File: src/hw/rtl/mvdc_pkg.sv
// shared types, widths and constants for the mesh vertex degree classifier
// no dependencies
package mvdc_pkg;

    localparam int IDX_W       = 10;
    localparam int CNT_W       = 8;
    localparam int CLASS_W     = 3;
    localparam int CFG_W       = 11;
    localparam int QUEUE_DEPTH = 4;
    localparam int QPTR_W      = 2;
    localparam int QCNT_W      = 3;

    localparam logic REQ_COUNT = 1'b0;
    localparam logic REQ_READ  = 1'b1;

    localparam logic [CNT_W-1:0] DEGREE_MAX         = 8'd255;
    localparam logic [CNT_W-1:0] MIN_CLASSED_DEGREE = 8'd3;
    localparam logic [CNT_W-1:0] MAX_CLASSED_DEGREE = 8'd8;

    typedef struct packed {
        logic             is_read;
        logic             range_err;
        logic [IDX_W-1:0] index;
    } op_t;

    typedef struct packed {
        logic full;
        logic empty;
    } queue_status_t;

    function automatic logic [CLASS_W-1:0] class_of(input logic [CNT_W-1:0] deg);
        logic [CNT_W-1:0] offs;
        offs = deg - (MIN_CLASSED_DEGREE - 8'd1);
        if (deg inside {[MIN_CLASSED_DEGREE:MAX_CLASSED_DEGREE]})
        begin
            return offs[CLASS_W-1:0];
        end
        return '0;
    endfunction

endpackage

File: src/hw/rtl/mvdc_queue.sv
// short op queue between front and back end
// depends on mvdc_pkg
module mvdc_queue
    import mvdc_pkg::*;
(
    input  logic          clk,
    input  logic          rst_n,
    input  logic          push,
    input  op_t           push_op,
    input  logic          pop,
    output op_t           head_op,
    output queue_status_t status
);

    op_t               entry_reg [QUEUE_DEPTH];
    logic [QPTR_W-1:0] wr_ptr_reg;
    logic [QPTR_W-1:0] wr_ptr_next;
    logic [QPTR_W-1:0] rd_ptr_reg;
    logic [QPTR_W-1:0] rd_ptr_next;
    logic [QCNT_W-1:0] count_reg;
    logic [QCNT_W-1:0] count_next;

    assign wr_ptr_next = push ? wr_ptr_reg + 1'b1 : wr_ptr_reg;
    assign rd_ptr_next = pop ? rd_ptr_reg + 1'b1 : rd_ptr_reg;

    always_comb
    begin
        count_next = count_reg;
        if (push && !pop)
        begin
            count_next = count_reg + 1'b1;
        end
        else if (pop && !push)
        begin
            count_next = count_reg - 1'b1;
        end
    end

    always_ff @(posedge clk or negedge rst_n)
    begin
        if (!rst_n)
        begin
            wr_ptr_reg <= '0;
            rd_ptr_reg <= '0;
            count_reg  <= '0;
        end
        else
        begin
            wr_ptr_reg <= wr_ptr_next;
            rd_ptr_reg <= rd_ptr_next;
            count_reg  <= count_next;
        end
    end

    always_ff @(posedge clk)
    begin
        if (push)
        begin
            entry_reg[wr_ptr_reg] <= push_op;
        end
    end

    assign head_op      = entry_reg[rd_ptr_reg];
    assign status.full  = (count_reg == QCNT_W'(QUEUE_DEPTH));
    assign status.empty = (count_reg == '0);

endmodule

File: config.mk
export PLATFORM = sky130hd
export DESIGN_NAME = mvdc_queue
export DESIGN_NICKNAME = d
export VERILOG_FILES = /design/src/hw/rtl/mvdc_pkg.sv /design/src/hw/rtl/mvdc_queue.sv
export SDC_FILE = /design/constraint.sdc
export NUM_CORES = 1
export LEC_CHECK = 0
export BUFFER_PORTS_ARGS = -buffer_cell sky130_fd_sc_hd__buf_4
export CORE_AREA = 4 4 65 67
export CTS_CLUSTER_DIAMETER = 100
export DETAILED_ROUTE_END_ITERATION = 10
export DIE_AREA = 0 0 69 71
export PLACE_DENSITY = 0.85
export RECOVER_POWER = 100
export SYNTH_ARGS = -nofsm -noshare
export SYNTH_HDL_FRONTEND = slang
export SYNTH_SLANG_ARGS = --single-unit
File: constraint.sdc
create_clock -name clk -period 2.4 [get_ports clk]
set_clock_uncertainty 0.1 [all_clocks]
set_input_delay 0.36 -clock clk [delete_from_list [all_inputs] [get_ports clk]]
set_output_delay 0.36 -clock clk [all_outputs]
set_load 0.02 [all_outputs]
==> results.cfg, run 1 <==
[routing]
num_vias = 981
via_per_inst = 5.39
routed_wl_mm = 3.29
firstDrtPassIters = 3
detail-route-antenna-nets = 0
drt_first_iter_violations = 104
drc = 0
wl_per_cell_um = 18.1

[clocking]
tritoncts = done
h-tree-depth = 2
cts_setup_buffers = 0
clk_path_buf_depth = 2
clkLatencyLatePin_ns = 0.30
clk_pin_slew_ns = 0.08
cts.sinks = 55
cts_resized = 0
numCtsBuffers = 5
cts-root-buf = clkbuf_8

[worst_hold_path]
holdPathStages = 2
hp-class = primary input to register
min_from = pop
min_to = rd_ptr_reg[0]

[power]
p_per_area_mw_per_mm2 = 1160
peakVddDrop_v = 0.000733
p_int_w = 0.00185
p_sw_w = 0.000916
clockPowerShare = 0.168
comb_power_share = 0.326
p_sw_frac = 0.331
sequentialPowerShare = 0.507
p_leak_nw = 0.817

[die]
rows = 22
ios = 30
initial_utilization = 0.593
die_w_um = 69
core_sq_mm = 0.00363
die_h_um = 71
dieArea_sq_mm = 0.00490

[final_layout]
drive_above_1_share = 0.134
finish.utilization = 0.659
largest_reg_flops = 48
antenna_cells = 0
fin_nets = 155
syn_to_final_growth_pct = 11.3

[sta]
fin_tns_setup_ns = 0
fin_ws_ns = 0.331
maxSlewHeadroom = 0.402
fin_crit_sh = 0.862
slew_viol_final = 0
max_freq_mhz = 483
setup_viol = 0
hold_violations = 0
worst_pin_slew_ns = 0.896
rsz0062_at_grt = false
fin_crit_ns = 2.07

[run]
cap_violations = 0

[place]
pre_cts_ws_ns = 0.617
gp_congestion = 0.698
portBuffers = 29
dp_hpwl_mm = 2.26

[grt]
grt_max_degree = 16
grt_pass1_wl_mm = 5.43
grt_use_total = 0.151
grt.overflow.total = 0
antenna_found_initial = 0
grt_pass1_vias = 1074

[critical_path]
cp-end-kind = output pin
worstSetupPathType = register to output pin
r2r_end = entry_reg[2][6]
critPathMaxFanout = 13
reg2regPathDepth = 3
cp.required_ns = 1.94
r2r_slack_ns = 0.52
startpoint = rd_ptr_reg[1]
start_kind = register
r2r_start = wr_ptr_reg[0]
cp.arrival_ns = 1.61

[synthesis]
netlist_area_sq_mm = 0.00215
synth_area_leaders = edfxtp_1 (67%), mux4_2 (8.4%), dfrtp_1 (8.1%), mux4_1 (4.9%), ha_1 (2.9%)
synth_cell_types = 19
seq_area_frac_synth = 0.751
synth_top_area_frac = 0.669
synth_area_per_cell_sq_um = 22.2
ys_warn_count = 0
syn-instance-count = 97
synth_seq_cells = 55
yosys.area.top_type = edfxtp_1
syn-num-nets = 119

[status]
status = finished clean
==> cell usage in the layout, fill, tap and decap left out <==
master / n
clkbuf_1: 30
edfxtp_1: 48
buf_4: 3
clkbuf_8: 5
nor3b_1: 1
fa_1: 1
nand2_1: 2
mux2_2: 1
ha_1: 5
o21ai_0: 1
dfrtp_1: 7
and2_0: 4
dlygate4sd3_1: 1
mux4_2: 8
mux4_1: 4
clkinv_2: 1
inv_1: 4
nor2_1: 1
xor2_1: 4
nor3_1: 1
xnor2_1: 2
==> power groups by stage <==
stage	logic, W	clock network [W]	registers, W
detailed placement	0.00105	0	0.00143
finish	0.000902	0.000464	0.00140
CTS	0.00106	0.000477	0.00141
global placement	0.00102	0	0.00141
floorplan	0.000750	0	0.00136
global route	0.000987	0.000537	0.00143
==> repair_timing <==
item	in CTS	in global routing
hold buffers	1	0
hold endpoints to repair	7	0
setup endpoints to repair	0	0
==> Yosys cell counts, drive strengths merged <==
library cell and n:
fa 1, o21ai 1, nor3b 1, ha 5, and2 4, xor2 4
nor3 1, nand2 2, mux2 1, mux4 12, edfxtp 48, inv 4
xnor2 2, nor2 1, dfrtp 7, buf 3
==> kinds of logic after synthesis <==
group,synth area share
flops,0.751
buf+inv,0.0238
compound gates,0.00232
simple gates,0.0227
fa+ha+maj,0.0384
xor+xnor,0.0244
mux,0.138
==> stage by stage <==
stage / cell area (sq um) / std cells / power [W] / hold WS (ns)
2_1_floorplan: 2150 / 97 / 0.00211 / -0.0356
3_3_place_gp: 2410 / 173 / 0.00242 / 0.0766
3_5_place_dp: 2410 / 173 / 0.00248 / 0.0782
4_1_cts: 2500 / 182 / 0.00294 / 0.137
5_1_grt: 2400 / 182 / 0.00296 / 0.132
6_report: 2400 / 182 / 0.00277 / 0.147
==> routing by layer <==
metal,share of wire,track usage
met1,0.36,0.165
met2,0.58,0.268
met3,0.047,0.0582
met4,0.016,0.0542
met5,0,0
==> area by class of cell <==
cell class,instances,area (sq um)
clock inverter,1,5.00
multi-input combinational,35,485
clock buffer,7,76.3
timing repair buffer,32,138
tap,48,60.1
inverter,4,15.0
fill,275,1240
sequential,55,1620
==> worst max path at each step <==
stage                         to  slack (ns)  depth (start not counted)
floorplan             head_op[0]        0.80                          3
global placement      head_op[0]        0.66                          2
detailed placement  count_reg[2]        0.62                          8
CTS                   head_op[4]        0.30                          2
global route          head_op[1]        0.20                          2
finish                head_op[6]        0.33                          2
==> worst max-delay path: stages, from the launching register on <==
cell and delay (ns):
dfrtp_1 0.72, mux4_2 0.40, clkbuf_1 0.19
No activity file was read; power rests on OpenSTA's default activity.
==> run 2: changes to the inputs <==
- REMOVE_ABC_BUFFERS: not set -> 1
- SETUP_SLACK_MARGIN: not set -> 0.2
- TNS_END_PERCENT: not set -> 10
==> results.cfg, run 2 (synthesis results as in run 1) <==
[routing]
drc = 0
detail-route-antenna-nets = 0
wl_per_cell_um = 18.5
drt_first_iter_violations = 82
routed_wl_mm = 3.35
num_vias = 990
via_per_inst = 5.47
firstDrtPassIters = 4

[place]
gp_congestion = 0.688
portBuffers = 29
place_inst = 172
pre_cts_ws_ns = 0.494
dpl_cell_area_sq_mm = 0.00240
dp_hpwl_mm = 2.36

[grt]
grt.overflow.total = 0
grt_max_degree = 16
grt_pass1_wl_mm = 5.51
antenna_found_initial = 0
grt_pass1_vias = 1061
grt_use_total = 0.153

[sta]
fin_crit_ns = 2.14
fin_crit_sh = 0.891
setup_viol = 0
hold_violations = 0
hold_ws_ns = 0.164
fin_ws_ns = 0.261
rsz0062_at_grt = false
fin_tns_setup_ns = 0
worst_pin_slew_ns = 0.940
maxSlewHeadroom = 0.373
max_freq_mhz = 467
slew_viol_final = 0

[final_layout]
fin_cells = 181
final_area_sq_mm = 0.00241
fin_nets = 154
final_cell_mix = edfxtp_1 (48), clkbuf_1 (28), mux4_2 (8)
layout_commonest_cell = edfxtp_1
fillers = 271
largest_reg_flops = 48
seqCellArea_sq_mm = 0.00162
syn_to_final_growth_pct = 11.9
antenna_cells = 0
drive_above_1_share = 0.135
multiInputGateArea_sq_um = 485

[clocking]
clk_path_buf_depth = 2
cts_setup_buffers = 0
h-tree-depth = 2
numCtsBuffers = 5
cts.sinks = 55
clk_pin_slew_ns = 0.09
clkLatencyLatePin_ns = 0.29
tritoncts = done
cts-root-buf = clkbuf_8

[die]
ios = 30
core_sq_mm = 0.00363
die_w_um = 69
dieArea_sq_mm = 0.00490
die_h_um = 71
initial_utilization = 0.593
rows = 22

[critical_path]
cp.required_ns = 1.94
start_kind = register
worstSetupPathType = register to output pin
critPathMaxFanout = 12
cp-end-kind = output pin
cp.arrival_ns = 1.68

[power]
p_int_w = 0.00189
comb_power_share = 0.318
sequentialPowerShare = 0.508
p_per_area_mw_per_mm2 = 1160
clockPowerShare = 0.174
p_sw_frac = 0.323
peakVddDrop_v = 0.000730
p_leak_nw = 0.822
p_sw_w = 0.000900

[status]
status = finished clean

[worst_hold_path]
hp-class = primary input to register

[run]
cap_violations = 0
[run 2: timing repair]
action                                 CTS  global route
gates resized for setup                  1             2
cloned                                   0             0
pin swaps                                0             0
endpoints found under the hold margin    7             0
setup endpoints to repair                5             4
hold buffers                             1             0
[run 2: power groups by stage]
stage          Clock, W  Sequential (W)  Combinational [W]
2_1_floorplan         0         0.00142           0.000617
3_3_place_gp          0         0.00141           0.000989
3_5_place_dp          0         0.00143            0.00102
4_1_cts        0.000494         0.00142            0.00102
5_1_grt        0.000549         0.00144           0.000962
6_report       0.000485         0.00141           0.000886
[run 2: worst max-delay path, cell delays in order, from the launching register on]
cell and delay, ns:
dfrtp_1 0.44, buf_8 0.20, mux4_1 0.56, clkbuf_1 0.18
[run 2: path summary, 6_finish.rpt]
| kind | start | cells past startpoint | endpoint | slack [ns] |
|---|---|---|---|---|
| min in group asynchronous | rst_n | 2 | rd_ptr_reg[0] | 0.39 |
| worst max register to register | wr_ptr_reg[0] | 3 | entry_reg[0][7] | 0.54 |
| max in group asynchronous | rst_n | 2 | rd_ptr_reg[1] | 1.53 |
| worst max-delay path | rd_ptr_reg[0] | 3 | head_op[11] | 0.26 |
| worst min-delay path | pop | 2 | rd_ptr_reg[0] | 0.16 |
| worst min register to register | count_reg[2] | 1 | count_reg[2] | 0.40 |
[run 2: stage by stage]
step / utilization / power, W
6_report: 0.663 / 0.00279
5_1_grt: 0.663 / 0.00295
4_1_cts: 0.690 / 0.00294
3_5_place_dp: 0.661 / 0.00246
3_3_place_gp: 0.661 / 0.00240
2_1_floorplan: - / 0.00204
[run 2: layout make-up]
type,count,share of cell area
clock buffer,7,0.0358
clock inverter,1,0.00156
inverter,4,0.00623
multi-input combinational,35,0.202
sequential,55,0.671
tap,48,0.0249
timing repair buffer,31,0.0587
[run 2: per-layer routing]
metal	GRT usage	part of all wire	vias to the layer above
met1	0.183	0.39	509
met4	0.0586	0.0069	0
li1	-	-	450
met2	0.266	0.55	29
met3	0.0398	0.053	2
met5	0	0	-
