## src/hw/rtl/mvdc_pkg.sv

```systemverilog
// shared types, widths and constants for the mesh vertex degree classifier
// no dependencies
package mvdc_pkg;

    localparam int IDX_W       = 10;
    localparam int CNT_W       = 8;
    localparam int CLASS_W     = 3;
    localparam int CFG_W       = 11;
    localparam int QUEUE_DEPTH = 4;
    localparam int QPTR_W      = 2;
    localparam int QCNT_W      = 3;

    localparam logic REQ_COUNT = 1'b0;
    localparam logic REQ_READ  = 1'b1;

    localparam logic [CNT_W-1:0] DEGREE_MAX         = 8'd255;
    localparam logic [CNT_W-1:0] MIN_CLASSED_DEGREE = 8'd3;
    localparam logic [CNT_W-1:0] MAX_CLASSED_DEGREE = 8'd8;

    typedef struct packed {
        logic             is_read;
        logic             range_err;
        logic [IDX_W-1:0] index;
    } op_t;

    typedef struct packed {
        logic full;
        logic empty;
    } queue_status_t;

    function automatic logic [CLASS_W-1:0] class_of(input logic [CNT_W-1:0] deg);
        logic [CNT_W-1:0] offs;
        offs = deg - (MIN_CLASSED_DEGREE - 8'd1);
        if (deg inside {[MIN_CLASSED_DEGREE:MAX_CLASSED_DEGREE]})
        begin
            return offs[CLASS_W-1:0];
        end
        return '0;
    endfunction

endpackage

```

## src/hw/rtl/mvdc_front.sv

```systemverilog
// front end: point_count register, range checks and op classification
// depends on mvdc_pkg
module mvdc_front
    import mvdc_pkg::*;
#(
    parameter int MAX_POINTS = 1024
)
(
    input  logic                    clk,
    input  logic                    rst_n,
    input  logic                    accept,
    input  logic                    req_type,
    input  logic signed [CFG_W-1:0] corner_index,
    input  logic [IDX_W-1:0]        point_index,
    input  logic                    cfg_we,
    input  logic [CFG_W-1:0]        cfg_data,
    output logic                    push,
    output op_t                     op
);

    localparam int LIM_W = ($clog2(MAX_POINTS + 1) > CFG_W) ? $clog2(MAX_POINTS + 1) : CFG_W;

    logic [CFG_W-1:0] point_count_reg;
    logic [CFG_W-1:0] point_count_next;
    logic [LIM_W-1:0] pc_ext;
    logic [LIM_W-1:0] lim;
    logic             is_read;
    logic             corner_ok;
    logic             read_ok;

    assign point_count_next = cfg_we ? cfg_data : point_count_reg;

    always_ff @(posedge clk or negedge rst_n)
    begin
        if (!rst_n)
        begin
            point_count_reg <= '0;
        end
        else
        begin
            point_count_reg <= point_count_next;
        end
    end

    assign pc_ext    = LIM_W'(point_count_reg);
    assign lim       = (pc_ext > LIM_W'(MAX_POINTS)) ? LIM_W'(MAX_POINTS) : pc_ext;
    assign is_read   = (req_type == REQ_READ);
    assign corner_ok = !corner_index[CFG_W-1] && (LIM_W'(corner_index[IDX_W-1:0]) < lim);
    assign read_ok   = LIM_W'(point_index) < lim;

    // skipped corners never reach the queue
    assign push         = accept && (is_read || corner_ok);
    assign op.is_read   = is_read;
    assign op.range_err = is_read && !read_ok;
    assign op.index     = is_read ? point_index : corner_index[IDX_W-1:0];

endmodule

```

## config.mk

```make
export PLATFORM = sky130hd
export DESIGN_NAME = mvdc_front
export DESIGN_NICKNAME = d
export VERILOG_FILES = /design/src/hw/rtl/mvdc_pkg.sv /design/src/hw/rtl/mvdc_front.sv
export SDC_FILE = /design/constraint.sdc
export NUM_CORES = 1
export LEC_CHECK = 0
export BUFFER_PORTS_ARGS = -buffer_cell sky130_fd_sc_hd__buf_2
export CAP_MARGIN = 15
export CORE_ASPECT_RATIO = 1.25
export CORE_UTILIZATION = 35
export DETAILED_ROUTE_END_ITERATION = 7
export HOLD_SLACK_MARGIN = 0.08
export PLACE_DENSITY = 0.65
export SLEW_MARGIN = 40
export SYNTH_ARGS = -nofsm -noshare
export SYNTH_HDL_FRONTEND = slang
export SYNTH_SLANG_ARGS = --single-unit
```

## constraint.sdc

```tcl
create_clock -name clk -period 3.8 [get_ports clk]
set_input_delay 0.19 -clock clk [delete_from_list [all_inputs] [get_ports clk]]
set_output_delay 0.19 -clock clk [all_outputs]
set_load 0.05 [all_outputs]
```

==> results of run 1 <==
## power by group through the flow
stage | clock network (mW) | registers, mW | logic [mW]
after floorplan | 0 | 0.135 | 0.121
final | 0.0768 | 0.136 | 0.168
after global routing | 0.0837 | 0.138 | 0.190
after CTS | 0.0808 | 0.136 | 0.170
after detailed placement | 0 | 0.138 | 0.169
after global placement | 0 | 0.138 | 0.167
## per-layer routing
metal  global-route usage  wire [um]
met5                    0          0
met4               0.0735         10
met3               0.0123        107
met2                0.262       1040
met1                0.210        995
## worst max-delay path, stage by stage (launching register included)
cell and delay, ns:
dfrtp_1 0.41, inv_1 0.28, nand2_1 0.13, ha_1 0.21
or4b_1 0.46, a21oi_1 0.14, o311ai_1 0.11, o21ai_1 0.11
buf_2 0.27
## stage by stage
stage                     cells  setup slack [ns]  cell area, sq um
final                       180              1.23              1290
after global routing        180             0.953              1290
after CTS                   180              1.20              1290
after detailed placement    175              1.50              1250
after global placement      175              1.54              1250
after floorplan              96              1.18               983
## cell usage after synthesis
master,count
nand4b_1,1
o311ai_1,1
nand4_1,1
a311oi_1,1
buf_4,1
dfrtp_1,11
clkbuf_1,1
o21ai_1,1
and2b_2,1
ha_1,18
a21o_1,2
inv_1,3
mux2_2,20
nor2_1,1
or4b_1,1
o22ai_1,1
buf_2,2
nand2_1,11
o21ai_0,4
o211ai_1,1
a21oi_1,8
and3_1,1
o21bai_1,1
o21a_1,1
nand3_1,1
nor4b_1,1
## kinds of logic (layout without fill, tap and decap cells)
| logic type | count (synthesis) | count (layout) |
|---|---|---|
| and+or+nand+nor | 19 | 19 |
| adders and majority gates | 18 | 18 |
| DFF | 11 | 11 |
| AOI/OAI and AO/OA | 21 | 21 |
| buffers and inverters | 7 | 57 |
| muxes | 20 | 20 |
## cell usage in the layout, fill, tap and decap left out, drive strengths merged
master / instances
ha: 18
and2b: 1
clkbuf: 4
dlygate4sd3: 1
a21o: 2
o211ai: 1
buf: 49
dfrtp: 11
nand2: 11
nand3: 1
or4b: 1
o22ai: 1
a21oi: 8
nand4: 1
o21ai: 5
o311ai: 1
o21a: 1
mux2: 20
nor4b: 1
a311oi: 1
inv: 3
and3: 1
nor2: 1
nand4b: 1
o21bai: 1
## worst max path at each step
stage / endpoint / slack (ns) / start / cells past startpoint
detailed placement: push / 1.50 / pc_ext[10]$_DFFE_PN0P_ / 8
global route: push / 0.95 / pc_ext[10]$_DFFE_PN0P_ / 8
global placement: push / 1.54 / pc_ext[10]$_DFFE_PN0P_ / 8
finish: push / 1.23 / pc_ext[10]$_DFFE_PN0P_ / 8
CTS: push / 1.20 / pc_ext[10]$_DFFE_PN0P_ / 8
floorplan: push / 1.18 / pc_ext[10]$_DFFE_PN0P_ / 8
## cell type report
class | instances | area share
sequential | 11 | 0.214
clock buffer | 4 | 0.0204
tap | 34 | 0.0331
multi-input combinational | 78 | 0.525
timing repair buffer | 50 | 0.198
inverter | 3 | 0.00875
==> impl_metrics.ini, run 1 <==
[cells_and_area]
largest_reg_flops = 11
nets = 202
utilization = 0.480
multiInputGateArea_sq_um = 676
layout-drive-gt1-share = 0.500
layout.area.seq_sq_um = 275
area_delta_synth_final_pct = 30.8
n_fill_cell = 266
num_antenna_cells = 0

[worst_setup_path]
crit_type = flop to output pin
end_kind = output pin
timing.rr.end = pc_ext[10]$_DFFE_PN0P_
rrSetupSlack_ns = 2.85
r2r_start = pc_ext[10]$_DFFE_PN0P_
arrival_ns = 2.38
ff2ff_path_depth = 2
startpoint_type = flop
critPathMaxFanout = 12
worstPathRequired_ns = 3.61

[clock_network]
path_clk_slew_ns = 0.06
cts_buffers = 3
clock_sinks = 11
cts_tree = done
cts_setup_buffers = 0
cts-resized-gates = 0
clk-insertion-delay-late_ns = 0.26
cts_root_buf = clkbuf_4
postCtsHoldBufs = 1
h-tree-depth = 1
cts_buffer_depth = 2

[floorplanning]
io_pins = 50
die-area_sq_mm = 0.00303
row_count = 21
die-width_um = 49.4
core_sq_mm = 0.00268
fp.dieH_um = 61.3
initial_core_util = 0.367

[timing]
relSlewSlack = 0.775
rsz0062_at_grt = false
finalMaxSlewViolations = 0
finalSetupViolCount = 0
fmax_mhz = 389
setup_tns_ns = 0
period_share = 0.676
finalHoldViolCount = 0
finalClockSkew_ns = 0
min_period_ns = 2.57
holdWs_ns = 0.133
worst_pin_slew_ns = 0.336

[route]
drt_iter0_drc = 6
drc_errors = 0
wl_um = 2150
wire_per_inst_um = 11.9
vias = 903
ant_nets = 0
vias_per_cell = 5.02
drt_pass1_iterations = 4

[synth]
synth_compound_gate_area_share = 0.128
synth_simple_gate_area_share = 0.101
synth_top_area_cell = dfrtp_1
yosys-top-cells-area = dfrtp_1 28%, ha_1 23%, mux2_2 23%, nand2_1 4.2%, a21oi_1 4.1%
synth_fa_ha_area_frac = 0.229
synth_area_sq_um = 983
yosysUniqueCellTypes = 26
avgSynthCellArea_sq_um = 10.2
synthCells = 96
netlist.area_leader.share = 0.280
syn-num-nets = 151
synthMuxAreaShare = 0.229
ys_seq_elements = 11
yosysSeqAreaShare = 0.280
synth_top_family_by_area = adder cells
yosysWarnings = 0
synthXorXnorAreaFrac = 0

[global_route]
grt_remaining_overflow = 0
antenna_found_initial = 0
grt_start_max_net_pins = 14
grt_usage = 0.157
grt_pass1_vias = 876
grt_pass1_wl_um = 3690

[run_status]
status = completed

[hold_path]
min_to = pc_ext[10]$_DFFE_PN0P_
holdPathStages = 3
hp-class = primary input to flop
min_from = cfg_data[10]

[place]
hpwl_um = 1870
routabilityCongestion = 0.775
port_buffers = 49

[power_and_ir_drop]
switching_share = 0.374
combPwrFrac = 0.442
seqPwrFrac = 0.357
internal_power_mw = 0.239
vdd_drop_max_uv = 222
p_clk_frac = 0.202
switchingPower_mw = 0.142
p_leak_nw = 0.653
power.total_mw = 0.381
cellPowerDensity_mw_per_mm2 = 296

[flow_run]
maxCapViolCount = 0
(Power assumes the default switching activity.)
==> run 2: changes to the inputs <==
- PLACE_DENSITY: 0.65 -> 0.68
- clock period: 3.8 -> 2.1 ns (I/O delays scaled with it)
==> impl_metrics.ini, run 2 (synthesis gave the netlist of run 1 again) <==
[clock_network]
clock_sinks = 11
cts_tree = done
cts_buffer_depth = 2
h-tree-depth = 1
cts_setup_buffers = 0
cts_root_buf = clkbuf_4
clk-insertion-delay-late_ns = 0.26
path_clk_slew_ns = 0.07
cts_buffers = 3

[run_status]
status = finished, violations left
violations = negative setup slack

[hold_path]
hp-class = primary input to flop
holdPathStages = 2
min_to = pc_ext[4]$_DFFE_PN0P_
min_from = cfg_data[4]

[timing]
min_period_ns = 2.14
finalClockSkew_ns = 0
finalMaxSlewViolations = 0
finalHoldViolCount = 0
worst_slack_ns = -0.0449
relSlewSlack = 0.802
rsz0062_at_grt = true
period_share = 1.02
finalSetupViolCount = 1
fmax_mhz = 466
worst_pin_slew_ns = 0.297

[route]
drt_pass1_iterations = 4
wl_um = 2320
drc_errors = 0
wire_per_inst_um = 12.1
vias = 965
drt_iter0_drc = 9
vias_per_cell = 5.03
ant_nets = 0

[power_and_ir_drop]
cellPowerDensity_mw_per_mm2 = 504
vdd_drop_max_uv = 379
p_leak_nw = 0.709

[cells_and_area]
layout-drive-gt1-share = 0.519
nets = 214
num_antenna_cells = 0
fin_area_sq_mm = 0.00144
layout_commonest_cell = buf_2
n_fill_cell = 252
largest_reg_flops = 11
area_delta_synth_final_pct = 46.6
utilization = 0.538
final_cell_mix = 47 x buf_2, 20 x mux2_2, 18 x ha_1

[worst_setup_path]
path_delay_family = simple AND/OR/NAND/NOR gates
end_kind = output pin
worstPathRequired_ns = 2.00
r2r_start = pc_ext[10]$_DFFE_PN0P_
timing.rr.end = pc_ext[10]$_DFFE_PN0P_
ff2ff_path_depth = 3
crit_slowest_cell = or4b_1
crit_type = flop to output pin
startpoint_type = flop
arrival_ns = 2.04
worst-path-buf-inv = 2
rrSetupSlack_ns = 1.27
max_stage_delay_ns = 0.48
cp_cell_sequence = inv_2 > nand2_1 > ha_1 > or4b_1 > a21oi_2 > o311ai_2 > o21ai_2 > buf_6
critPathMaxFanout = 4

[floorplanning]
die-width_um = 49.4
fp.dieH_um = 61.3
core_sq_mm = 0.00268
io_pins = 50
initial_core_util = 0.367
die-area_sq_mm = 0.00303
row_count = 21

[place]
port_buffers = 49
hpwl_um = 1940
postPlaceCellArea_sq_mm = 0.00127
routabilityCongestion = 0.712

[global_route]
grt_pass1_wl_um = 3830
antenna_found_initial = 0
grt_usage = 0.161
grt_pass1_vias = 938
grt_start_max_net_pins = 14
grt_remaining_overflow = 0

[flow_run]
maxCapViolCount = 0
-- run 2: repair_timing --
action | in CTS | in global routing
cloned | 0 | 0
resized for setup | 7 | 3
setup endpoints to repair | 2 | 2
pin swaps | 1 | 0
hold buffers | 11 | 0
hold endpoints to repair | 21 | 0
-- run 2: stage by stage --
step / hold slack (ns) / TNS, ns / cells / setup slack [ns] / total power, mW
2_1_floorplan: -0.191 / -0.187 / 96 / -0.187 / 0.468
3_3_place_gp: -0.0204 / 0 / 177 / 0.169 / 0.558
3_5_place_dp: -0.0153 / 0 / 177 / 0.122 / 0.566
4_1_cts: 0.0886 / -0.0951 / 192 / -0.0668 / 0.732
5_1_grt: 0.0904 / -0.269 / 192 / -0.179 / 0.782
6_report: 0.0961 / -0.0449 / 192 / -0.0449 / 0.727
-- run 2: worst max-delay path by stage --
stage | start | end | slack (ns) | depth (start not counted)
2_1_floorplan | pc_ext[10]$_DFFE_PN0P_ | push | -0.19 | 8
3_3_place_gp | pc_ext[10]$_DFFE_PN0P_ | push | 0.17 | 8
3_5_place_dp | pc_ext[10]$_DFFE_PN0P_ | push | 0.12 | 8
4_1_cts | pc_ext[10]$_DFFE_PN0P_ | push | -0.07 | 8
5_1_grt | pc_ext[10]$_DFFE_PN0P_ | push | -0.18 | 9
6_report | pc_ext[10]$_DFFE_PN0P_ | push | -0.04 | 8
-- run 2: layout make-up --
type                            instances  area [sq um]  area share
Multi-Input combinational cell         78           703       0.488
Timing Repair Buffer                   62           383       0.266
Sequential cell                        11           275       0.191
Tap cell                               34          42.5      0.0295
Clock buffer                            4          26.3      0.0182
Inverter                                3          11.3     0.00781
-- run 2: report_power, final --
group	switching [mW]	total (mW)	internal [mW]
Clock	0.0628	0.136	0.0733
Combinational	0.194	0.346	0.153
Sequential	0.0115	0.244	0.233
-- run 2: per-layer routing --
metal  share of wire  vias up  global-route usage
li1                -      487                   -
met1            0.43      444               0.199
met2            0.52       32               0.299
met3           0.040        2             0.00988
met4          0.0043        0              0.0612
met5               0        -                   0
